===== src/design/smtk_pkg.sv =====
// smtk_pkg: shared types, constants and the 2^-x table for the softmax top-k router
// no dependencies; imported by every module of the router
`timescale 1ns / 1ps
`default_nettype none
package smtk_pkg;

	localparam int EXP_TAB_DEPTH = 256;
	localparam int EXP_IDX_W     = $clog2(EXP_TAB_DEPTH);
	localparam logic [16:0] LOG2E_Q16 = 17'd94548;
	localparam logic [63:0] LN2_Q32   = 64'd2977044472;
	localparam logic [16:0] ONE_Q16   = 17'h10000;
	localparam logic [15:0] W_SAT     = 16'hFFFF;
	localparam logic signed [15:0] LOGIT_MIN = 16'sh8000;
	localparam logic [6:0] TOP_K_RESET = 7'd2;

	typedef logic [16:0] exp_tab_t [EXP_TAB_DEPTH];

	typedef struct packed {
		logic clear;
		logic rotate;
	} smtk_cell_ctl_t;

	typedef enum logic [3:0] {
		ST_LOAD,
		ST_RD,
		ST_MUL,
		ST_EXPV,
		ST_DIVW,
		ST_DRAIN,
		ST_WSUM,
		ST_EDIV,
		ST_EWAIT,
		ST_EOUT,
		ST_CLEAR
	} smtk_state_t;

	// round(2^(-j/depth) * 2^16) from an alternating series of exp(-y)
	function automatic exp_tab_t build_exp_tab();
		exp_tab_t tab;
		logic [63:0] y;
		logic [63:0] term;
		logic signed [64:0] acc;
		logic [64:0] rnd;
		for (int j = 0; j < EXP_TAB_DEPTH; j++) begin
			y = (64'(j) * LN2_Q32) / EXP_TAB_DEPTH;
			term = 64'd1 << 32;
			acc = 65'sd1 <<< 32;
			for (int n = 1; n <= 16; n++) begin
				term = (term * y) >> 32;
				term = term / 64'(n);
				if (n % 2 == 1) begin
					acc = acc - $signed({1'b0, term});
				end else begin
					acc = acc + $signed({1'b0, term});
				end
			end
			if (acc < 0) begin
				acc = '0;
			end
			rnd = ($unsigned(acc) + 65'd32768) >> 16;
			tab[j] = rnd[16:0];
		end
		return tab;
	endfunction

	localparam exp_tab_t EXP_TAB = build_exp_tab();

endpackage
`default_nettype wire


===== src/design/smtk_cell.sv =====
// smtk_cell: one slot of the sorted top-k chain, keeps the better of held and incoming
// depends on smtk_pkg
`timescale 1ns / 1ps
`default_nettype none
module smtk_cell #(
	parameter int IW = 8
) (
	input  wire logic                     clk,
	input  wire logic                     arst_n,
	input  wire smtk_pkg::smtk_cell_ctl_t ctl,
	input  wire logic                     in_v,
	input  wire logic [16:0]              in_p,
	input  wire logic [IW-1:0]            in_i,
	input  wire logic                     rot_v,
	input  wire logic [16:0]              rot_p,
	input  wire logic [IW-1:0]            rot_i,
	output logic                          hold_v,
	output logic [16:0]                   hold_p,
	output logic [IW-1:0]                 hold_i,
	output logic                          pass_v,
	output logic [16:0]                   pass_p,
	output logic [IW-1:0]                 pass_i
);
	import smtk_pkg::*;

	logic hold_v_q, pass_v_q;
	logic [16:0] hold_p_q, pass_p_q;
	logic [IW-1:0] hold_i_q, pass_i_q;
	logic wins;

	// larger probability first, lower index on a tie
	always_comb begin
		wins = in_v && (!hold_v_q || (in_p > hold_p_q) ||
			((in_p == hold_p_q) && (in_i < hold_i_q)));
	end

	always_ff @(posedge clk or negedge arst_n) begin
		if (!arst_n) begin
			hold_v_q <= 1'b0;
			pass_v_q <= 1'b0;
		end else if (ctl.clear) begin
			hold_v_q <= 1'b0;
			pass_v_q <= 1'b0;
		end else if (ctl.rotate) begin
			hold_v_q <= rot_v;
			pass_v_q <= 1'b0;
		end else if (wins) begin
			hold_v_q <= 1'b1;
			pass_v_q <= hold_v_q;
		end else begin
			pass_v_q <= in_v;
		end
	end

	always_ff @(posedge clk) begin
		if (ctl.rotate) begin
			hold_p_q <= rot_p;
			hold_i_q <= rot_i;
		end else if (wins) begin
			hold_p_q <= in_p;
			hold_i_q <= in_i;
			pass_p_q <= hold_p_q;
			pass_i_q <= hold_i_q;
		end else begin
			pass_p_q <= in_p;
			pass_i_q <= in_i;
		end
	end

	assign hold_v = hold_v_q;
	assign hold_p = hold_p_q;
	assign hold_i = hold_i_q;
	assign pass_v = pass_v_q;
	assign pass_p = pass_p_q;
	assign pass_i = pass_i_q;
endmodule
`default_nettype wire


===== config.mk =====
export PLATFORM = sky130hd
export DESIGN_NAME = smtk_cell
export DESIGN_NICKNAME = d
export VERILOG_FILES = /design/src/design/smtk_pkg.sv /design/src/design/smtk_cell.sv
export SDC_FILE = /design/constraint.sdc
export NUM_CORES = 1
export LEC_CHECK = 0
export ABC_AREA = 1
export BUFFER_PORTS_ARGS = -buffer_cell sky130_fd_sc_hd__buf_2
export CORE_UTILIZATION = 40
export CTS_CLUSTER_DIAMETER = 30
export DETAILED_ROUTE_END_ITERATION = 7
export HOLD_SLACK_MARGIN = 0.15
export PLACE_DENSITY_LB_ADDON = 0.1
export SETUP_SLACK_MARGIN = 0.05
export SLEW_MARGIN = 20
export SYNTH_ARGS = -nofsm -noshare
export SYNTH_HDL_FRONTEND = slang
export SYNTH_SLANG_ARGS = --single-unit

===== constraint.sdc =====
create_clock -name clk -period 2.65 [get_ports clk]
set_input_delay 0.3975 -clock clk [delete_from_list [all_inputs] [get_ports clk]]
set_output_delay 0.3975 -clock clk [all_outputs]
set_load 0.005 [all_outputs]

==> reports/results.ini, run 1 <==
[sta]
setup_viol=0
fin_ws_ns=0.498
skew_ns=0.00858
final_max_slew_viol_count=0
setup_tns_ns=0
fmax_ghz=0.465
tightestPinTransition_ns=0.332
hold_violations=0
rsz0062_at_grt=no
min_period_ns=2.15
finalCritPeriodShare=0.812
slew_headroom=0.778

[routing]
antenna_left=0
vias=2356
post-route-drc-count=0
viasPerCell=4.49
wl_per_cell_um=12.6
drt_pass1_iterations=4
totalWireLength_um=6640
drt_iter0_drc=37

[cts]
clkLatencyLatePin_ns=0.31
clk_pin_slew_ns=0.10
post_cts_buffers=0
cts_buffers=5
ctsLongestPathBuffers=2
htree_levels=2
cts_tree=built
root_buffer=clkbuf_8
cts_sinks=52

[cells_and_area]
mostFrequentLayoutCell=nand2_1
final_nets=505
diodes=0
final_cell_mix=nand2_1 (111), buf_2 (107), edfxtp_1 (50)
fillCellCount=733
drive_gt1_frac=0.418
areaGrowthSynthToFinish_pct=25.1

[global_routing]
antenna_found_initial=0
grt_usage=0.180
grt_max_degree=28
overflow=0
grt_pass1_vias=2276
grt_pass1_wl_um=10600

[die]
fp-row-count=31
die_w_um=89.3
initial_core_util=0.418
die-area_sq_um=7970
die_h_um=89.3
io_pins=108
coreArea_sq_um=7290

[hold_path]
worstHoldPathCells=3
hp-class=primary input to flip-flop
worstHoldStart=rot_p[12]
min_to=hold_p[12]

[setup_path]
path_class=flip-flop to flip-flop
slowest_stage=edfxtp_1
rr_endpoint=hold_i[1]
max_stage_delay_ns=0.36
rr_startpoint=hold_p[16]
critPathTopFamily=simple AND/OR/NAND/NOR gates
cp.buffers_inverters=2
r2r_cells=12
crit_top_cell=nand2_1
critPathLaunchType=flip-flop
required_ns=2.67
crit_chain=inv_1 -> ha_1 -> nand2_1 -> nor2_2 -> and2_4 -> nand3b_4 -> nor2_2 -> nand2_1 -> nand3_2 -> nand2_4 -> nand2_1 -> buf_12
crit_fanout=20
end_kind=flip-flop
ff2ff_setup_slack_ns=0.50
worstPathArrival_ns=2.17

[yosys]
syn_area_per_cell_sq_um=9.73
syn_area_sq_um=3050
yosysUniqueCellTypes=26
yosys_register_bits=52
netlist_instances=313
ys_seq_area_frac=0.509
yosysWarnings=0
synth_nets=393

[placement]
dpl_worst_slack_ns=0.353
port_buffers=107
gp_congestion=0.775
dp_hpwl_um=5070

[power_and_ir_drop]
comb_power_share=0.244
ir_drop_mv=0.245
swShare=0.292
powerDensity_nw_per_um2=513
leakagePower_nw=1.95
p_int_mw=1.38
switching_power_mw=0.572
clkPwrFrac=0.230
seq_power_share=0.526

[job]
maxCapViolCount=0

[outcome]
outcome=complete, no violations

[synthesized netlist by cell type]
cell type  number  share of area
a21o_1          2         0.0049
a21oi_1         7          0.012
and2_4          1         0.0029
and3_1          1         0.0021
buf_6           4          0.015
buf_8           1         0.0049
clkbuf_1        5         0.0062
clkinv_1        2         0.0025
dfrtp_1         2          0.016
edfxtp_1       50           0.49
ha_1           24          0.099
inv_1          30          0.037
inv_2           1         0.0012
nand2_1       111           0.14
nand2_2        24          0.049
nand2_4         1         0.0037
nand3_1         3         0.0049
nand3_2         1         0.0033
nand3b_1        1         0.0025
nand3b_4        1         0.0066
nor2_1         11          0.014
nor2_2          2         0.0041
nor3_4          1         0.0053
o21ai_0         2         0.0033
o21ai_1         1         0.0016
o21ai_2        24          0.069
[timing repair]
| action | CTS | global route |
|---|---|---|
| gates resized for setup | 0 | 0 |
| hold endpoints to repair | 2 | 0 |
| hold buffers | 1 | 0 |
[power groups by stage]
| stage | Combinational (mW) | Sequential [mW] | Clock, mW |
|---|---|---|---|
| 6_report | 0.478 | 1.03 | 0.449 |
| 5_1_grt | 0.552 | 1.04 | 0.493 |
| 4_1_cts | 0.489 | 1.03 | 0.465 |
| 3_5_place_dp | 0.486 | 1.05 | 0 |
| 3_3_place_gp | 0.476 | 1.05 | 0 |
| 2_1_floorplan | 0.277 | 1.06 | 0 |
[layer usage]
metal,wire length [um],share of wire,up-vias,track usage
met3,296,0.045,7,0.0379
met5,0,0,-,0
met2,3290,0.50,61,0.311
li1,-,-,1243,-
met4,91,0.014,0,0.0519
met1,2960,0.45,1045,0.229
[worst max path at each step]
stage                           from          to  cells after the start
after CTS                 hold_p[16]   hold_i[0]                     12
after floorplan           hold_p[16]   hold_i[0]                     11
after global placement      in_p[16]  hold_p[11]                     12
after detailed placement    in_p[16]   hold_i[1]                     12
final                     hold_p[16]   hold_i[1]                     12
after global routing      hold_p[16]   hold_i[1]                     12
[registers in the layout, indices dropped and copies added (netlist names)]
| name | flops |
|---|---|
| hold_i | 8 |
| hold_p | 17 |
| hold_v | 1 |
| pass_i | 8 |
| pass_p | 17 |
| pass_v | 1 |
[worst register-to-register path, cell delays in order, from the launching register on]
cell and delay (ns):
edfxtp_1 0.36, inv_1 0.07, ha_1 0.29, nand2_1 0.09, nor2_2 0.17, and2_4 0.18, nand3b_4 0.07, nor2_2 0.07
nand2_1 0.06, nand3_2 0.09, nand2_4 0.07, nand2_1 0.13, buf_12 0.19
[kinds of logic (layout without fill, tap and decap cells)]
kind of cell             Yosys count  count (layout)  share of synthesized area
flip-flops                        52              52                      0.509
AO/OA/AOI/OAI                     36              36                     0.0904
adder cells (fa/ha/maj)           24              24                     0.0986
buffers and inverters             43             156                     0.0666
AND/OR/NAND/NOR                  158             158                      0.235
[per-stage QoR]
stage | cell area (sq um) | hold WS [ns] | util | cells | power (mW)
2_1_floorplan | 3050 | 0.102 | - | 313 | 1.33
3_3_place_gp | 3720 | 0.183 | 0.510 | 516 | 1.52
3_5_place_dp | 3720 | 0.184 | 0.510 | 516 | 1.53
4_1_cts | 3810 | 0.343 | 0.522 | 525 | 1.98
5_1_grt | 3810 | 0.353 | 0.522 | 525 | 2.08
6_report | 3810 | 0.349 | 0.522 | 525 | 1.96
[layout make-up]
cell class,instances,area [sq um],share of cell area
inverters,33,124,0.0325
clock buffers,5,68.8,0.0181
repair buffers,115,636,0.167
flip-flops and latches,52,1550,0.407
clock inverters,3,13.8,0.00361
multi-input cells,218,1290,0.339
well taps,99,124,0.0325
(Power assumes the default switching activity.)
==> inputs of run 2 (changes only) <==
clock period = 1.8 ns   (was 2.65 ns; I/O delays follow)
==> run 2 against run 1 <==
Against the previous run: final area increased by 19%; cell count is 12% higher; critical path type unchanged; clock skew is 0.0020 ns higher; combinational power rose by 110%; global-route usage grew 2.4 points; power increased by 71%; via count rose by 12%; the flow now finishes with violations (negative setup slack).
==> reports/results.ini, run 2 (synthesis gave the netlist of run 1 again) <==
[hold_path]
hp-class=primary input to flip-flop
worstHoldStart=ctl[1]
min_to=hold_v
worstHoldPathCells=4  ; +1

[die]
die-area_sq_um=7970  ; unchanged
io_pins=108  ; unchanged
coreArea_sq_um=7290  ; unchanged
fp-row-count=31  ; unchanged
die_h_um=89.3  ; unchanged
die_w_um=89.3  ; unchanged
initial_core_util=0.418  ; unchanged

[cells_and_area]
regArea_sq_um=1550  ; unchanged
drive_gt1_frac=0.541  ; +0.123
final_cell_count_no_fill=589  ; +12%
diodes=0  ; unchanged
multi_input_area_sq_um=1490  ; +15%
fin_util=0.621  ; +0.0988
fillCellCount=657  ; -10%
areaGrowthSynthToFinish_pct=48.7
fin_area_sq_um=4530  ; +19%
mostFrequentLayoutCell=buf_2
final_nets=569  ; +13%
final_cell_mix=buf_2 (107), nand2_1 (101), buf_4 (61)

[cts]
clk_pin_slew_ns=0.10  ; about the same
cts_sinks=52  ; unchanged
cts_buffers=5  ; unchanged
htree_levels=2  ; unchanged
root_buffer=clkbuf_8
ctsLongestPathBuffers=2  ; unchanged
cts_tree=built
clkLatencyLatePin_ns=0.31  ; about the same

[placement]
dp_hpwl_um=5410  ; +6.7%
dp_cells=572  ; +11%
place_area_sq_um=4200  ; +13%
gp_congestion=0.754  ; -2.7%
port_buffers=107  ; unchanged

[setup_path]
rr_startpoint=hold_p[15]
path_class=flip-flop to flip-flop
crit_fanout=6  ; -70%
ff2ff_setup_slack_ns=-0.30  ; -0.80 ns
rr_endpoint=hold_p[14]
r2r_cells=13  ; +1
worstPathArrival_ns=2.14  ; -0.03 ns
critPathLaunchType=flip-flop
end_kind=flip-flop
required_ns=1.83  ; -0.84 ns

[global_routing]
antenna_found_initial=1  ; +1
grt_usage=0.204  ; +0.0236
grt_pass1_vias=2606  ; +14%
grt_pass1_wl_um=12100  ; +14%
grt_max_degree=28  ; unchanged
overflow=0  ; unchanged

[sta]
tightestPinTransition_ns=0.702  ; +0.370 ns
fmax_ghz=0.476  ; +2.3%
fin_ws_ns=-0.303  ; -0.801 ns
hold_violations=0  ; unchanged
skew_ns=0.0106  ; +0.00198 ns
slew_headroom=0.531  ; -0.247
setup_viol=51  ; +51
finalCritPeriodShare=1.17  ; +0.356
min_period_ns=2.10  ; -0.0487 ns
rsz0062_at_grt=yes
final_max_slew_viol_count=0  ; unchanged

[routing]
wl_per_cell_um=12.8  ; +1.5%
post-route-drc-count=0  ; unchanged
totalWireLength_um=7560  ; +14%
viasPerCell=4.47  ; -0.35%
vias=2634  ; +12%
drt_pass1_iterations=4  ; unchanged
drt_iter0_drc=76  ; +110%
antenna_left=0  ; unchanged

[outcome]
outcome=complete, but fails checks
violations=negative setup slack

[job]
maxCapViolCount=0  ; unchanged

[power_and_ir_drop]
ir_drop_mv=0.458  ; +87%
leakagePower_nw=2.29  ; +18%
powerDensity_nw_per_um2=737  ; +44%

run 2: cell types whose count changed in the layout (fill, tap and decap cells not counted), moves of 2 or more:
cell | previous run | this run
inv_2 | 2 | 9
ha_1 | 24 | 19
nand2_2 | 24 | 31
nor2_2 | 2 | 0
nand2_4 | 1 | 3
buf_12 | 3 | 6
ha_4 | 0 | 5
buf_4 | 4 | 61
nand2_8 | 0 | 4
nand2_1 | 111 | 101
nor2_4 | 0 | 3
inv_1 | 30 | 23
run 2: per-stage QoR:
step / hold WS (ns) / total power [mW] / worst slack, ns / TNS (ns)
CTS: 0.197 / 3.35 / -0.274 / -12.80
finish: 0.207 / 3.34 / -0.303 / -13.63
global placement: 0.0552 / 2.42 / -0.280 / -13.60
global route: 0.216 / 3.52 / -0.399 / -19.13
floorplan: -0.0256 / 1.98 / -0.107 / -4.63
detailed placement: 0.0569 / 2.43 / -0.327 / -16.01
run 2: layout make-up:
cell class                      instances  share of cell area
Clock inverter                          2             0.00773
Inverter                               33              0.0273
Tap cell                               99              0.0273
Timing Repair Buffer                  176               0.251
Sequential cell                        52               0.343
Clock buffer                            6              0.0160
Multi-Input combinational cell        221               0.328
run 2: power breakdown:
| part | internal [mW] | switching, mW | leakage [nW] |
|---|---|---|---|
| clock network | 0.414 | 0.419 | 0.0552 |
| logic | 0.492 | 0.495 | 1.71 |
| registers | 1.47 | 0.0463 | 0.533 |
| total | 2.38 | 0.960 | 2.29 |
run 2: how the worst max path moves through the flow:
stage | from | endpoint | slack (ns) | cells after the start
after floorplan | hold_p[14] | pass_i[1] | -0.11 | 13
after global placement | in_p[13] | hold_p[13] | -0.28 | 11
after detailed placement | in_p[13] | hold_i[3] | -0.33 | 11
after CTS | hold_p[15] | hold_p[5] | -0.27 | 13
after global routing | hold_p[14] | hold_p[14] | -0.40 | 12
final | hold_p[15] | hold_p[14] | -0.30 | 13
run 2: metal layers:
layer	GRT usage	vias to the layer above	routed length [um]
met5	0	-	0
met4	0.0433	0	46
met3	0.0434	4	370
met2	0.358	63	3740
met1	0.260	1186	3400
li1	-	1381	-
run 2: critical path, cell delays in order (launching register included):
cell and delay (ns):
edfxtp_1 0.40, inv_1 0.09, ha_1 0.24, nand2_2 0.11, a21oi_1 0.05, nor2_1 0.13
nand2_1 0.09, nor2_1 0.09, nand2_1 0.06, nand2_2 0.08, nand3_4 0.11, nand2_8 0.12
buf_12 0.15, nand2_4 0.09
run 2: repair_timing:
| item | CTS | global route |
|---|---|---|
| endpoints found under the hold margin | 2 | 0 |
| setup endpoints to repair | 51 | 51 |
| buffers inserted | 5 | 0 |
| pin swaps | 5 | 0 |
| resized for setup | 16 | 5 |
| gates cloned | 3 | 0 |
| hold buffers | 1 | 0 |
==> inputs of run 3 (changes only) <==
CORE_UTILIZATION = 50   (was 40)
clock period = 2.18 ns   (was 1.8 ns; I/O delays follow)
==> run 3 against run 2 <==
Against the previous run: the flow now finishes without violations; hold slack improved by 0.065 ns; combinational power decreased by 27%; clock skew decreased by 0.00063 ns; routed wire length decreased by 5.5%; flip-flop and latch count unchanged.
==> reports/results.ini, run 3 (synthesis gave the netlist of run 1 again) <==
[outcome]
outcome=complete, no violations

[routing]
post-route-drc-count=0  ; unchanged
drt_pass1_iterations=4  ; unchanged
totalWireLength_um=7140  ; -5.5%
vias=2483  ; -5.7%
wl_per_cell_um=14.0  ; +9.1%
viasPerCell=4.87  ; +8.9%
drt_iter0_drc=109  ; +43%
antenna_left=0  ; unchanged

[hold_path]
worstHoldPathCells=3  ; -1
min_to=hold_p[15]
hp-class=primary input to flip-flop
worstHoldStart=rot_p[15]

[die]
fp-row-count=28  ; -9.7%
initial_core_util=0.517  ; +0.0998
die_w_um=80.0  ; -10%
die_h_um=80.0  ; -10%
die-area_sq_um=6410  ; -20%
coreArea_sq_um=5890  ; -19%
io_pins=108  ; unchanged

[placement]
place_area_sq_um=3720  ; -11%
gp_congestion=0.795  ; +5.5%
dp_hpwl_um=4850  ; -10%
port_buffers=107  ; unchanged

[cells_and_area]
fin_area_sq_um=4140  ; -8.6%
final_nets=514  ; -9.7%
fin_util=0.703  ; +0.0823
final_cell_mix=buf_2 (107), nand2_1 (98), edfxtp_1 (50)
drive_gt1_frac=0.503  ; -0.0374
diodes=0  ; unchanged
mostFrequentLayoutCell=buf_2
fillCellCount=462  ; -30%
areaGrowthSynthToFinish_pct=35.9

[global_routing]
grt_usage=0.211  ; +0.00647
grt_pass1_vias=2277  ; -13%
grt_max_degree=28  ; unchanged
overflow=0  ; unchanged
met2_usage=0.360  ; +0.00174
grt.busiest_layer=met2
met3_usage=0.0469  ; +0.00346
antenna_found_initial=0  ; -1
met1_usage=0.266  ; +0.00675
grt_pass1_wl_um=10200  ; -16%

[cts]
root_buffer=clkbuf_8
cts_sinks=52  ; unchanged
ctsLongestPathBuffers=2  ; unchanged
clkLatencyLatePin_ns=0.31  ; about the same
htree_levels=2  ; unchanged
cts_tree=built
cts_buffers=5  ; unchanged
clk_pin_slew_ns=0.10  ; about the same

[power_and_ir_drop]
total_power_mw=2.65  ; -21%
ir_drop_mv=0.396  ; -14%
powerDensity_nw_per_um2=640  ; -13%
leakagePower_nw=2.05  ; -11%

[setup_path]
max_stage_delay_ns=0.42  ; +0.02 ns
end_kind=flip-flop
slowest_stage=edfxtp_1
worstPathArrival_ns=2.24  ; +0.10 ns
rr_endpoint=hold_i[7]
ff2ff_setup_slack_ns=0.03  ; +0.33 ns
rr_startpoint=hold_p[16]
critPathLaunchType=flip-flop
crit_chain=inv_2 -> ha_4 -> a21o_1 -> nor2_1 -> nand2_1 -> nor2_1 -> nand2_1 -> nand2_2 -> nand3_4 -> nand2_8 -> nand2_8 -> clkbuf_16
path_class=flip-flop to flip-flop
cp.buffers_inverters=2  ; unchanged
r2r_cells=12  ; -1
crit_fanout=7  ; +1
required_ns=2.27  ; +0.44 ns
critPathTopFamily=simple AND/OR/NAND/NOR gates

[sta]
hold_violations=0  ; unchanged
tightestPinTransition_ns=0.548  ; -0.154 ns
setup_viol=0  ; -100%
finalCritPeriodShare=0.985  ; -0.183
skew_ns=0.00993  ; -0.000630 ns
rsz0062_at_grt=yes
slew_headroom=0.634  ; +0.103
fmax_ghz=0.466  ; -2.1%
min_period_ns=2.15  ; +0.0450 ns
final_max_slew_viol_count=0  ; unchanged

[job]
maxCapViolCount=0  ; unchanged

==> run 3: worst min-delay path, stage by stage <==
cell and delay, ns:
buf_2 0.07, nand2_1 0.04, nand2_1 0.05
==> run 3: worst max path at each step <==
stage,from,slack (ns),cells past startpoint,to
6_report,hold_p[16],0.03,12,hold_i[7]
3_5_place_dp,in_p[12],-0.02,13,pass_p[0]
5_1_grt,hold_p[16],-0.06,12,hold_i[7]
3_3_place_gp,in_p[16],0.02,13,pass_p[0]
4_1_cts,hold_p[16],0.04,13,pass_i[6]
2_1_floorplan,ctl[0],0.20,3,pass_i[0]
==> run 3: per-layer routing <==
metal / vias up / part of all wire
met1: 1122 / 0.42
met2: 79 / 0.51
met3: 14 / 0.053
li1: 1268 / -
met5: - / 0
met4: 0 / 0.020
==> run 3: stage by stage <==
stage	TNS [ns]	cells	hold slack [ns]	setup WS (ns)
after floorplan	0	313	0.0314	0.197
after global placement	0	494	0.112	0.0156
after detailed placement	-0.178	494	0.113	-0.0215
after CTS	0	503	0.264	0.0407
after global routing	-1.65	510	0.283	-0.0625
final	0	510	0.272	0.0321
==> run 3: what timing repair did <==
action,in CTS,in global routing
pin swaps,1,15
endpoints found under the hold margin,2,0
endpoints found under the setup margin,50,51
hold buffers,1,0
cloned,0,5
buffers inserted,0,2
gates resized for setup,1,39
==> run 3: cell type report <==
class,count,area [sq um],area share
flip-flops and latches,52,1550,0.375
multi-input cells,218,1480,0.358
repair buffers,124,779,0.188
inverters,33,124,0.0299
well taps,75,93.8,0.0227
clock buffers,5,68.8,0.0166
clock inverters,3,42.5,0.0103
==> run 3: power breakdown <==
group	internal, mW	switching (mW)	total (mW)
logic	0.328	0.394	0.722
clock network	0.340	0.333	0.673
registers	1.21	0.0399	1.25
