<file path="src/design/smtk_pkg.sv">
// smtk_pkg: shared types, constants and the 2^-x table for the softmax top-k router
// no dependencies; imported by every module of the router
`timescale 1ns / 1ps
`default_nettype none
package smtk_pkg;

	localparam int EXP_TAB_DEPTH = 256;
	localparam int EXP_IDX_W     = $clog2(EXP_TAB_DEPTH);
	localparam logic [16:0] LOG2E_Q16 = 17'd94548;
	localparam logic [63:0] LN2_Q32   = 64'd2977044472;
	localparam logic [16:0] ONE_Q16   = 17'h10000;
	localparam logic [15:0] W_SAT     = 16'hFFFF;
	localparam logic signed [15:0] LOGIT_MIN = 16'sh8000;
	localparam logic [6:0] TOP_K_RESET = 7'd2;

	typedef logic [16:0] exp_tab_t [EXP_TAB_DEPTH];

	typedef struct packed {
		logic clear;
		logic rotate;
	} smtk_cell_ctl_t;

	typedef enum logic [3:0] {
		ST_LOAD,
		ST_RD,
		ST_MUL,
		ST_EXPV,
		ST_DIVW,
		ST_DRAIN,
		ST_WSUM,
		ST_EDIV,
		ST_EWAIT,
		ST_EOUT,
		ST_CLEAR
	} smtk_state_t;

	// round(2^(-j/depth) * 2^16) from an alternating series of exp(-y)
	function automatic exp_tab_t build_exp_tab();
		exp_tab_t tab;
		logic [63:0] y;
		logic [63:0] term;
		logic signed [64:0] acc;
		logic [64:0] rnd;
		for (int j = 0; j < EXP_TAB_DEPTH; j++) begin
			y = (64'(j) * LN2_Q32) / EXP_TAB_DEPTH;
			term = 64'd1 << 32;
			acc = 65'sd1 <<< 32;
			for (int n = 1; n <= 16; n++) begin
				term = (term * y) >> 32;
				term = term / 64'(n);
				if (n % 2 == 1) begin
					acc = acc - $signed({1'b0, term});
				end else begin
					acc = acc + $signed({1'b0, term});
				end
			end
			if (acc < 0) begin
				acc = '0;
			end
			rnd = ($unsigned(acc) + 65'd32768) >> 16;
			tab[j] = rnd[16:0];
		end
		return tab;
	endfunction

	localparam exp_tab_t EXP_TAB = build_exp_tab();

endpackage
`default_nettype wire

</file>
<file path="src/design/smtk_div.sv">
// smtk_div: restoring divider, the 16 fraction bits of a / den, one bit a cycle
// depends on smtk_pkg
`timescale 1ns / 1ps
`default_nettype none
module smtk_div #(
	parameter int DW = 26
) (
	input  wire logic          clk,
	input  wire logic          arst_n,
	input  wire logic          start,
	input  wire logic [16:0]   a,
	input  wire logic [DW-1:0] den,
	output logic               done,
	output logic               full,
	output logic [15:0]        q
);
	import smtk_pkg::*;

	logic busy_q;
	logic done_q;
	logic [3:0] step_q;
	logic [DW-1:0] rem_q;
	logic [DW-1:0] den_q;
	logic [15:0] q_q;
	logic full_q;
	logic [DW:0] t;
	logic ge;
	logic [DW:0] diff;

	always_comb begin
		t = {rem_q, 1'b0};
		ge = t >= {1'b0, den_q};
		diff = t - {1'b0, den_q};
	end

	always_ff @(posedge clk or negedge arst_n) begin
		if (!arst_n) begin
			busy_q <= 1'b0;
			done_q <= 1'b0;
			step_q <= '0;
		end else begin
			done_q <= 1'b0;
			if (start) begin
				busy_q <= 1'b1;
				step_q <= '0;
			end else if (busy_q) begin
				step_q <= step_q + 4'd1;
				if (step_q == 4'd15) begin
					busy_q <= 1'b0;
					done_q <= 1'b1;
				end
			end
		end
	end

	always_ff @(posedge clk) begin
		if (start) begin
			rem_q <= DW'(a);
			den_q <= den;
			full_q <= DW'(a) >= den;
		end else if (busy_q) begin
			rem_q <= ge ? diff[DW-1:0] : t[DW-1:0];
			q_q <= {q_q[14:0], ge};
		end
	end

	assign done = done_q;
	assign full = full_q;
	assign q = q_q;
endmodule
`default_nettype wire

</file>
<file path="config.mk">
export PLATFORM = sky130hd
export DESIGN_NAME = smtk_div
export DESIGN_NICKNAME = d
export VERILOG_FILES = /design/src/design/smtk_pkg.sv /design/src/design/smtk_div.sv
export SDC_FILE = /design/constraint.sdc
export NUM_CORES = 1
export LEC_CHECK = 0
export BUFFER_PORTS_ARGS = -buffer_cell sky130_fd_sc_hd__buf_2
export CAP_MARGIN = 20
export CORE_ASPECT_RATIO = 1.5
export CORE_MARGIN = 1.5
export CORE_UTILIZATION = 45
export CTS_CLUSTER_SIZE = 40
export DETAILED_ROUTE_END_ITERATION = 6
export HOLD_SLACK_MARGIN = 0.12
export MAX_ROUTING_LAYER = met4
export PLACE_DENSITY = 0.74
export SETUP_SLACK_MARGIN = 0.3
export SLEW_MARGIN = 5
export SYNTH_ARGS = -nofsm -noshare
export SYNTH_HDL_FRONTEND = slang
export SYNTH_SLANG_ARGS = --single-unit
</file>
<file path="constraint.sdc">
create_clock -name clk -period 2.8 [get_ports clk]
set_input_delay 0.14 -clock clk [delete_from_list [all_inputs] [get_ports clk]]
set_output_delay 0.14 -clock clk [all_outputs]
set_load 0.005 [all_outputs]
</file>
==> results.txt, run 1 <==
----------------------------------------------------
[Finish]
  Diodes inserted ... 0
  Utilization of the core after routing ... 0.626
  Leading cell types in the layout, fill and taps excluded ... sky130_fd_sc_hd__buf_2 (63), sky130_fd_sc_hd__edfxtp_1 (60), sky130_fd_sc_hd__buf_4 (49), sky130_fd_sc_hd__inv_1 (46), sky130_fd_sc_hd__ha_1 (34)
  Share of final-layout standard cells stronger than drive strength 1 ... 0.330
  Final non-filler cell area ... 6560 um^2
  Most common cell after layout, fill and taps aside ... sky130_fd_sc_hd__buf_2
  Post-layout nets ... 696
  Area Growth Syn to Fin ... 36.5%

[Critical path]
  Worst-path maximum fanout ... 13
  Endpoint of the most critical register-to-register path ... rem_q[16]
  Worst setup SP type ... flip-flop
  WS Path Type ... reg -> reg
  Logic depth of the worst path, buffers included ... 10
  Worst reg2reg setup slack ... -0.05 ns
  Critical Path, Cell by Cell ... ha_4, nand2b_4, a211o_1, a31o_2, a21oi_2, a221o_1, a21oi_4, inv_6, mux2_2, mux2_2
  Largest delay share family, worst path ... compound AO/OA/AOI/OAI gates
  Maximum cell stage delay along the critical path ... 0.45 ns
  Setup crit end kind ... flip-flop
  Worst setup endpoint ... rem_q[16]
  Slowest library cell on the worst path ... sky130_fd_sc_hd__edfxtp_1
  Library cell appearing most often on the critical path ... sky130_fd_sc_hd__mux2_2
  Depth of the worst register-to-register path ... 10
  Crit path launch ... rem_q[0]
  Startpoint of the lowest-slack register-to-register path ... rem_q[0]
  CP Data Arrival Time ... ~2.9 ns
  Number of buffers and inverters on the critical path ... 1
  Crit path required time ... around 2.9 ns

[Placed design]
  Setup slack after placement ... -0.148 ns
  Placed wire-length estimate ... 9.14 mm
  Routability Congestion ... 0.895
  Port Buffer Count ... 63
  Post-detailed-placement cell area ... 5730 um^2

[Route]
  Detailed-route via count ... around 4100
  Routed wire length per instance ... between 15 and 20 um
  Initial DRC Count ... between 150 and 200
  Total length of routed wires ... ~13 mm
  Router iterations before antenna repair ... 4
  Drc violations ... 0
  Final ANT Viol Nets ... 0
  Via density per instance ... 5.39

[Timing]
  Setup skew after layout ... 0.0144 ns
  Least-Margin Pin Slew ... roughly 0.55 ns
  Worst slew margin ... 0.635
  Total setup violations reported at the end of the flow ... 14
  Fmax ... ~0.35 GHz
  Final worst-path setup slack ... -0.0488 ns
  Hold slack ... 0.129 ns
  Min Clock Period, post-route ... 2.85 ns
  Unrepaired setup endpoints after global routing ... true
  Fin crit share ... 1.02
  Number of slew-limit violations in the final report ... 0
  Final hold violation count ... 0

[Die]
  Vertical die dimension ... 130 um
  Number of core rows ... 46
  Std-Cell Core Area ... 10500 um^2
  Floorplan die area ... 11300 um^2
  Die Width ... 87.4 um
  Starting Density ... 0.459
  Boundary pin count ... 64

[Flow run]
  Max-cap check violation count ... 0

[Yosys]
  Top cell type's share of synthesized area ... 0.375
  Synth warnings ... 0
  #FFs+latches synth ... 75
  EDFF count, synth ... 60
  Proportion of synthesized flip-flops having asynchronous set or reset ... 0.0800
  Primary FF master, synth ... sky130_fd_sc_hd__edfxtp_1
  Proportion of synthesized chip area in sequential cells ... 0.444
  Top area cells in the synthesized netlist ... sky130_fd_sc_hd__edfxtp_1 (38%), sky130_fd_sc_hd__ha_1 (11%), sky130_fd_sc_hd__dfxtp_1 (3.8%), sky130_fd_sc_hd__inv_1 (3.8%), sky130_fd_sc_hd__mux2_2 (3.5%)
  Count of distinct cell types in the synthesized netlist ... 63
  Post-synthesis average cell area ... 10.5 um^2
  Number of nets produced by synthesis ... around 550
  Synth Instances ... 458
  Cell type with the largest total area after synthesis ... sky130_fd_sc_hd__edfxtp_1
  Cell area after synthesis ... roughly 4800 um^2

[Power and ir drop]
  Worst-case vdd ir drop ... 547 uV
  P_leak ... ~3.0 nW
  P per Cell Area ... roughly 990 nW/um^2

[Clock tree]
  H-tree levels ... 3
  Worst-Skew Late Latency ... ~0.34 ns
  Clock tree root buffer cell ... sky130_fd_sc_hd__clkbuf_16
  Number of sinks driven by the clock tree ... 75
  TritonCTS clock tree ... yes
  Clock transition time at the flip-flop clock pins of the worst setup and hold paths ... 0.06 ns
  Max Buffers Root-to-Sink ... 2
  Number of CTS-inserted buffers ... 9

[Global routing]
  First-pass GRT wire length ... 19.6 mm
  Aggregate global-route resource usage ... 0.234
  Remaining global-route overflow ... 0
  Number of global-route vias before repair ... 4211
  Largest net degree at the start of global routing ... 41
  Initial antenna violation count ... 0

[Min path]
  Worst hold path type ... in -> reg

[Status]
  Violated checks ... setup timing
  Run status ... finished, violations left

----------------------------------------------------
-- report_power, final --
group	switching [mW]	total, mW	internal (mW)
clock network	0.445	1.13	0.688
logic	1.79	3.70	1.91
registers	0.182	1.68	1.50
-- synthesized netlist by cell type (all sizes together), types with 9 or more instances --
master,instances
a21o,12
a21oi,33
clkbuf,9
dfxtp,9
edfxtp,60
ha,44
inv,49
mux2,23
nand2,28
nand3,12
nor2,31
nor2b,11
o21ai,16
xnor2,10
-- worst register-to-register path: cells and delay by family (launching register included) --
family / cells / cell delay (ns)
AOI/OAI and AO/OA: 5 / 1.00
adders and majority gates: 1 / 0.33
buffers and inverters: 1 / 0.16
and+or+nand+nor: 1 / 0.06
muxes: 2 / 0.62
DFF: 1 / 0.45
-- routing by layer --
layer / vias up / routed length, um / track usage
met5: - / 0 / -
met1: 1949 / 4720 / 0.224
met2: 106 / 7000 / 0.431
met4: 0 / 544 / 0.140
met3: 38 / 430 / 0.0363
li1: 1973 / - / -
-- sequential cells by signal, summed over array words and instances (netlist names) --
name and count:
rem_q 26, done 1, q 16, busy_q 1
step_q 4, full 1, den_q 26
-- stage by stage --
step / setup TNS (ns) / instances / total power [mW]
floorplan: -0.0199 / 458 / 3.96
global placement: -0.476 / 701 / 4.86
detailed placement: -1.73 / 701 / 4.94
CTS: 0 / 752 / 6.35
global route: -1.62 / 754 / 6.85
finish: -0.438 / 754 / 6.51
-- worst min-delay path by stage --
stage	endpoint	depth (start not counted)	start	slack, ns
2_1_floorplan	busy_q	0	arst_n	-0.16
3_3_place_gp	done	1	arst_n	-0.04
3_5_place_dp	done	1	arst_n	-0.03
4_1_cts	rem_q[7]	2	a[7]	0.12
5_1_grt	rem_q[5]	2	a[5]	0.13
6_report	rem_q[5]	2	a[5]	0.13
-- layout make-up --
type                            instances  area, um^2
Clock buffer                           11         233
Clock inverter                          5        53.8
Fill cell                             866        3920
Inverter                               49         189
Multi-Input combinational cell        322        2710
Sequential cell                        75        2130
Tap cell                              144         180
Timing Repair Buffer                  148        1060
-- cells by family after synthesis --
group,count (synthesis),share of synthesized area
compound gates,106,0.152
fa+ha+maj,45,0.119
xor+xnor,18,0.0328
mux,30,0.0747
buf+inv,61,0.0500
flops,75,0.444
simple gates,123,0.128
-- what timing repair did --
action | CTS | global route
setup endpoints to repair | 26 | 27
hold buffers | 31 | 0
buffers inserted | 4 | 2
resized for setup | 32 | 15
gates cloned | 0 | 0
pin swaps | 10 | 5
endpoints found under the hold margin | 39 | 0
Note: power is estimated with default switching activity, not from simulation.
==> inputs of run 2 (changes only) <==
--- a/config.mk
+++ b/config.mk
@@ -12,9 +12,10 @@
 export CORE_UTILIZATION = 45
 export CTS_CLUSTER_SIZE = 40
 export DETAILED_ROUTE_END_ITERATION = 6
+export GPL_ROUTABILITY_DRIVEN = 0
 export HOLD_SLACK_MARGIN = 0.12
 export MAX_ROUTING_LAYER = met4
-export PLACE_DENSITY = 0.74
+export PLACE_DENSITY = 0.67
 export SETUP_SLACK_MARGIN = 0.3
 export SLEW_MARGIN = 5
 export SYNTH_ARGS = -nofsm -noshare
==> run 2 against run 1 <==
Compared with the run above: the flow still finishes with violations (setup timing); power rose by 3.0%; final cell count rose by 1.2%; fmax rose by 0.54%; final area rose by 2.0%; clock skew rose by 0.0010 ns; critical path depth did not move; wire length fell by 3.9%; critical path type unchanged; largest cell class unchanged; largest power group unchanged; highest routed layer unchanged.
==> results.txt, run 2 (same netlist as run 1, synthesis figures left out) <==
----------------------------------------------------
[Timing]
  Setup TNS ... -0.168 ns
  Final worst-path setup slack ... -0.0334 ns
  Unrepaired setup endpoints after global routing ... true
  Min Clock Period, post-route ... ~2.8 ns
  Fin crit share ... 1.01
  Worst slew margin ... 0.555
  Final hold violation count ... 0
  Number of slew-limit violations in the final report ... 0
  Hold slack ... 0.125 ns
  Total setup violations reported at the end of the flow ... 10
  Fmax ... 0.353 GHz
  Setup skew after layout ... approximately 0.015 ns
  Least-Margin Pin Slew ... 0.667 ns

[Global routing]
  Aggregate global-route resource usage ... 0.231
  Largest net degree at the start of global routing ... 29
  Initial antenna violation count ... 0
  First-pass GRT wire length ... 19.3 mm
  Remaining global-route overflow ... 0
  Number of global-route vias before repair ... around 4000

[Clock tree]
  Clock tree root buffer cell ... sky130_fd_sc_hd__clkbuf_16
  H-tree levels ... 3
  Number of CTS-inserted buffers ... 9
  Clock transition time at the flip-flop clock pins of the worst setup and hold paths ... 0.06 ns
  Max Buffers Root-to-Sink ... 2
  Worst-Skew Late Latency ... 0.34 ns
  Number of sinks driven by the clock tree ... 75
  TritonCTS clock tree ... yes

[Finish]
  Area Growth Syn to Fin ... 39.3%
  Post-layout nets ... between 700 and 800
  Number of fill cells in the layout ... 881
  Share of final-layout standard cells stronger than drive strength 1 ... 0.359
  Most common cell after layout, fill and taps aside ... sky130_fd_sc_hd__buf_2
  Final non-filler cell area ... 6690 um^2
  Area of all sequential standard cells ... roughly 2100 um^2
  Diodes inserted ... 0
  Final standard cell count with taps included and fillers excluded ... 763
  Leading cell types in the layout, fill and taps excluded ... sky130_fd_sc_hd__buf_2 (63), sky130_fd_sc_hd__edfxtp_1 (60), sky130_fd_sc_hd__buf_4 (54), sky130_fd_sc_hd__inv_1 (44), sky130_fd_sc_hd__ha_1 (32)
  Multi-input combinational cell area ... 2770 um^2
  Utilization of the core after routing ... 0.639

[Min path]
  Worst hold path type ... in -> reg

[Power and ir drop]
  P_leak ... 3.00 nW
  P per Cell Area ... about 1000 nW/um^2
  Worst-case vdd ir drop ... just over 500 uV
  Total power ... 6.70 mW

[Die]
  Boundary pin count ... 64
  Std-Cell Core Area ... 10500 um^2
  Starting Density ... 0.459
  Die Width ... between 80 and 90 um
  Floorplan die area ... 11300 um^2
  Vertical die dimension ... 130 um
  Number of core rows ... 46

[Critical path]
  Worst reg2reg setup slack ... -0.03 ns
  Worst-path maximum fanout ... 7
  CP Data Arrival Time ... 2.92 ns
  Setup crit end kind ... flip-flop
  Worst setup SP type ... flip-flop
  WS Path Type ... reg -> reg
  Crit path required time ... 2.89 ns

[Placed design]
  Post-detailed-placement cell area ... 5730 um^2
  Placed cells ... 701
  Setup slack after placement ... -0.148 ns
  Port Buffer Count ... 63
  Placed wire-length estimate ... between 9 and 10 mm

[Flow run]
  Max-cap check violation count ... 0

[Route]
  Initial DRC Count ... 174
  Routed wire length per instance ... approximately 16 um
  Drc violations ... 0
  Final ANT Viol Nets ... 0
  Detailed-route via count ... 4075
  Total length of routed wires ... 12.2 mm
  Via density per instance ... between 5 and 6
  Router iterations before antenna repair ... 4

[Status]
  Run status ... finished, violations left
  Violated checks ... setup timing

----------------------------------------------------
## run 2: timing repair
action / CTS / global route
pin swaps: 19 / 13
resized for setup: 42 / 20
setup buffers: 9 / 7
setup endpoints to repair: 25 / 27
cloned: 1 / 0
hold buffers: 29 / 0
endpoints found under the hold margin: 34 / 0
## run 2: worst paths after layout
kind                               start   endpoint  cells past startpoint
worst max-delay path            rem_q[3]   rem_q[6]                     10
worst min-delay path                a[5]   rem_q[5]                      2
worst max register to register  rem_q[3]   rem_q[6]                     10
worst min register to register      q[2]       q[3]                      0
max in group asynchronous         arst_n  step_q[2]                      2
min in group asynchronous         arst_n  step_q[0]                      2
## run 2: power by group
part           internal, mW  total (mW)  switching (mW)
Sequential             1.50        1.69           0.193
Clock                 0.670        1.10           0.430
Combinational          2.08        3.91            1.84
## run 2: layer usage
layer | vias up | global-route usage | wire length [um]
met2 | 127 | 0.426 | 6780
met5 | - | - | 0
met3 | 31 | 0.0439 | 469
li1 | 1993 | - | -
met1 | 1924 | 0.227 | 4580
met4 | 0 | 0.111 | 382
## run 2: cell type report
cell class | count | share of cell area
multi-input combinational | 322 | 0.414
sequential | 75 | 0.319
timing repair buffer | 156 | 0.168
clock buffer | 14 | 0.0409
inverter | 49 | 0.0282
tap | 144 | 0.0269
clock inverter | 2 | 0.00150
timing repair inverter | 1 | 0.000935
## run 2: critical path, stage by stage, from the launching register on
cell and delay, ns:
sky130_fd_sc_hd__edfxtp_1 0.40, sky130_fd_sc_hd__ha_1 0.32, sky130_fd_sc_hd__buf_4 0.16, sky130_fd_sc_hd__a21oi_2 0.16, sky130_fd_sc_hd__a31o_4 0.19, sky130_fd_sc_hd__a21oi_4 0.06, sky130_fd_sc_hd__a221o_1 0.37, sky130_fd_sc_hd__a21oi_4 0.26
sky130_fd_sc_hd__inv_6 0.10, sky130_fd_sc_hd__mux2_4 0.31, sky130_fd_sc_hd__mux2_2 0.27
==> inputs of run 3 (changes only) <==
--- a/config.mk
+++ b/config.mk
@@ -6,7 +6,6 @@
 export NUM_CORES = 1
 export LEC_CHECK = 0
 export BUFFER_PORTS_ARGS = -buffer_cell sky130_fd_sc_hd__buf_2
-export CAP_MARGIN = 20
 export CORE_ASPECT_RATIO = 1.5
 export CORE_MARGIN = 1.5
 export CORE_UTILIZATION = 45
@@ -15,7 +14,6 @@
 export GPL_ROUTABILITY_DRIVEN = 0
 export HOLD_SLACK_MARGIN = 0.12
 export MAX_ROUTING_LAYER = met4
-export PLACE_DENSITY = 0.67
 export SETUP_SLACK_MARGIN = 0.3
 export SLEW_MARGIN = 5
 export SYNTH_ARGS = -nofsm -noshare
==> constraint.sdc (replaced) <==
create_clock -name clk -period 3.6 [get_ports clk]
set_input_delay 0.18 -clock clk [delete_from_list [all_inputs] [get_ports clk]]
set_output_delay 0.18 -clock clk [all_outputs]
set_load 0.005 [all_outputs]
==> run 3 against run 2 <==
Compared with the run above: the run now ends clean; clock skew fell by 0.0078 ns; clock-buffer cell count fell by 5; power fell by 33%; largest power group unchanged; highest routed layer unchanged.
==> results.txt, run 3 (same netlist as run 1, synthesis figures left out) <==
----------------------------------------------------
[Clock tree]
  Number of CTS-inserted buffers ... 9
  Clock transition time at the flip-flop clock pins of the worst setup and hold paths ... 0.06 ns
  TritonCTS clock tree ... yes
  Max Buffers Root-to-Sink ... 2
  Clock tree root buffer cell ... sky130_fd_sc_hd__clkbuf_16
  H-tree levels ... 3
  Worst-Skew Late Latency ... 0.34 ns
  Setup bufs post-CTS ... 0
  Number of sinks driven by the clock tree ... 75

[Timing]
  Number of slew-limit violations in the final report ... 0
  Setup skew after layout ... 0.00765 ns
  Final hold violation count ... 0
  Worst slew margin ... 0.457
  Least-Margin Pin Slew ... between 0.8 and 0.9 ns
  Fin crit share ... 0.884
  Fmax ... 0.314 GHz
  Unrepaired setup endpoints after global routing ... false
  Hold slack ... 0.157 ns
  Total setup violations reported at the end of the flow ... 0
  Min Clock Period, post-route ... between 3 and 4 ns
  Setup TNS ... 0 ns

[Critical path]
  Crit path required time ... 3.68 ns
  CP Data Arrival Time ... 3.27 ns
  Worst setup SP type ... flip-flop
  WS Path Type ... reg -> reg
  Setup crit end kind ... flip-flop
  Worst-path maximum fanout ... 14

[Finish]
  Most common cell after layout, fill and taps aside ... sky130_fd_sc_hd__buf_2
  Area Growth Syn to Fin ... 22.8%
  Post-layout nets ... between 600 and 700
  Final standard cell count with taps included and fillers excluded ... 702
  Share of final-layout standard cells stronger than drive strength 1 ... 0.215
  Leading cell types in the layout, fill and taps excluded ... sky130_fd_sc_hd__buf_2 (63), sky130_fd_sc_hd__edfxtp_1 (60), sky130_fd_sc_hd__inv_1 (48), sky130_fd_sc_hd__ha_1 (44), sky130_fd_sc_hd__nor2_1 (31)
  Diodes inserted ... 0

[Global routing]
  Largest net degree at the start of global routing ... 39
  Aggregate global-route resource usage ... 0.218
  Initial antenna violation count ... 0
  Remaining global-route overflow ... 0
  Number of global-route vias before repair ... 3827
  First-pass GRT wire length ... 18.0 mm

[Power and ir drop]
  P_leak ... 2.67 nW
  Sw Ratio ... 0.360
  Seq pwr share ... 0.285
  Combinational share of power ... 0.486
  Fraction of power consumed by the clock network ... 0.230
  Worst-case vdd ir drop ... 463 uV
  Internal power contribution ... ~2.9 mW
  Sw power ... 1.61 mW
  P per Cell Area ... 759 nW/um^2

[Route]
  Drc violations ... 0
  Router iterations before antenna repair ... 4
  Final ANT Viol Nets ... 0
  Detailed-route via count ... 3796
  Via density per instance ... 5.41
  Initial DRC Count ... 191
  Routed wire length per instance ... around 16 um
  Total length of routed wires ... 11.5 mm

[Die]
  Number of core rows ... 46
  Vertical die dimension ... approximately 130 um
  Boundary pin count ... 64
  Die Width ... 87.4 um
  Std-Cell Core Area ... around 10000 um^2
  Floorplan die area ... about 11000 um^2
  Starting Density ... 0.459

[Placed design]
  Placed cells ... 659
  Placed wire-length estimate ... roughly 8.6 mm
  Port Buffer Count ... 63

[Flow run]
  Max-cap check violation count ... 0

[Min path]
  Worst hold path type ... in -> reg

[Status]
  Run status ... complete, no violations

----------------------------------------------------
[run 3: what timing repair did]
action	4_1_cts	5_1_grt
hold buffers	27	0
resized for setup	0	0
hold endpoints to repair	32	0
[run 3: path summary, 6_finish.rpt]
kind | startpoint | endpoint | slack [ns] | cells past startpoint
min in group asynchronous | arst_n | busy_q | 0.19 | 2
setup reg to reg | rem_q[13] | rem_q[11] | 0.42 | 10
setup / recovery | rem_q[13] | rem_q[11] | 0.42 | 10
hold / removal | a[9] | rem_q[9] | 0.16 | 2
max in group asynchronous | arst_n | step_q[1] | 3.27 | 2
hold reg to reg | q[10] | q[11] | 0.44 | 0
[run 3: area by class of cell]
| type | count | area, um^2 |
|---|---|---|
| multi-input combinational | 322 | 2430 |
| inverter | 49 | 184 |
| fill | 946 | 4570 |
| clock buffer | 9 | 225 |
| sequential | 75 | 2130 |
| timing repair buffer | 96 | 631 |
| tap | 144 | 180 |
| clock inverter | 7 | 116 |
[run 3: critical path, cell delays in order (launching register included)]
cell and delay (ns):
sky130_fd_sc_hd__edfxtp_1 0.39, sky130_fd_sc_hd__ha_1 0.39, sky130_fd_sc_hd__a21oi_2 0.29, sky130_fd_sc_hd__o21ai_2 0.11, sky130_fd_sc_hd__nor3b_2 0.21, sky130_fd_sc_hd__a21oi_2 0.11, sky130_fd_sc_hd__a221o_1 0.43, sky130_fd_sc_hd__a21oi_4 0.18
sky130_fd_sc_hd__inv_2 0.19, sky130_fd_sc_hd__mux2_4 0.35, sky130_fd_sc_hd__mux2_2 0.27
[run 3: metal layers]
metal | share of wire | up-vias | track usage
met2 | 0.55 | 91 | 0.405
met4 | 0.035 | 0 | 0.109
met1 | 0.39 | 1815 | 0.208
met3 | 0.026 | 20 | 0.0439
met5 | 0 | - | -
li1 | - | 1870 | -
[run 3: power groups by stage]
stage / sequential, mW / combinational [mW] / clock, mW
4_1_cts: 1.27 / 2.17 / 1.05
2_1_floorplan: 1.25 / 1.68 / 0
3_5_place_dp: 1.29 / 2.13 / 0
3_3_place_gp: 1.28 / 2.09 / 0
6_report: 1.27 / 2.17 / 1.03
5_1_grt: 1.30 / 2.40 / 1.08
[run 3: stage by stage]
| step | utilization | power [mW] | setup slack [ns] | cell area [um^2] |
|---|---|---|---|---|
| after floorplan | - | 2.94 | 0.625 | 4800 |
| after global placement | 0.505 | 3.37 | 0.462 | 5290 |
| after detailed placement | 0.505 | 3.42 | 0.421 | 5290 |
| after CTS | 0.563 | 4.50 | 0.408 | 5900 |
| after global routing | 0.563 | 4.77 | 0.305 | 5900 |
| final | 0.563 | 4.48 | 0.418 | 5900 |
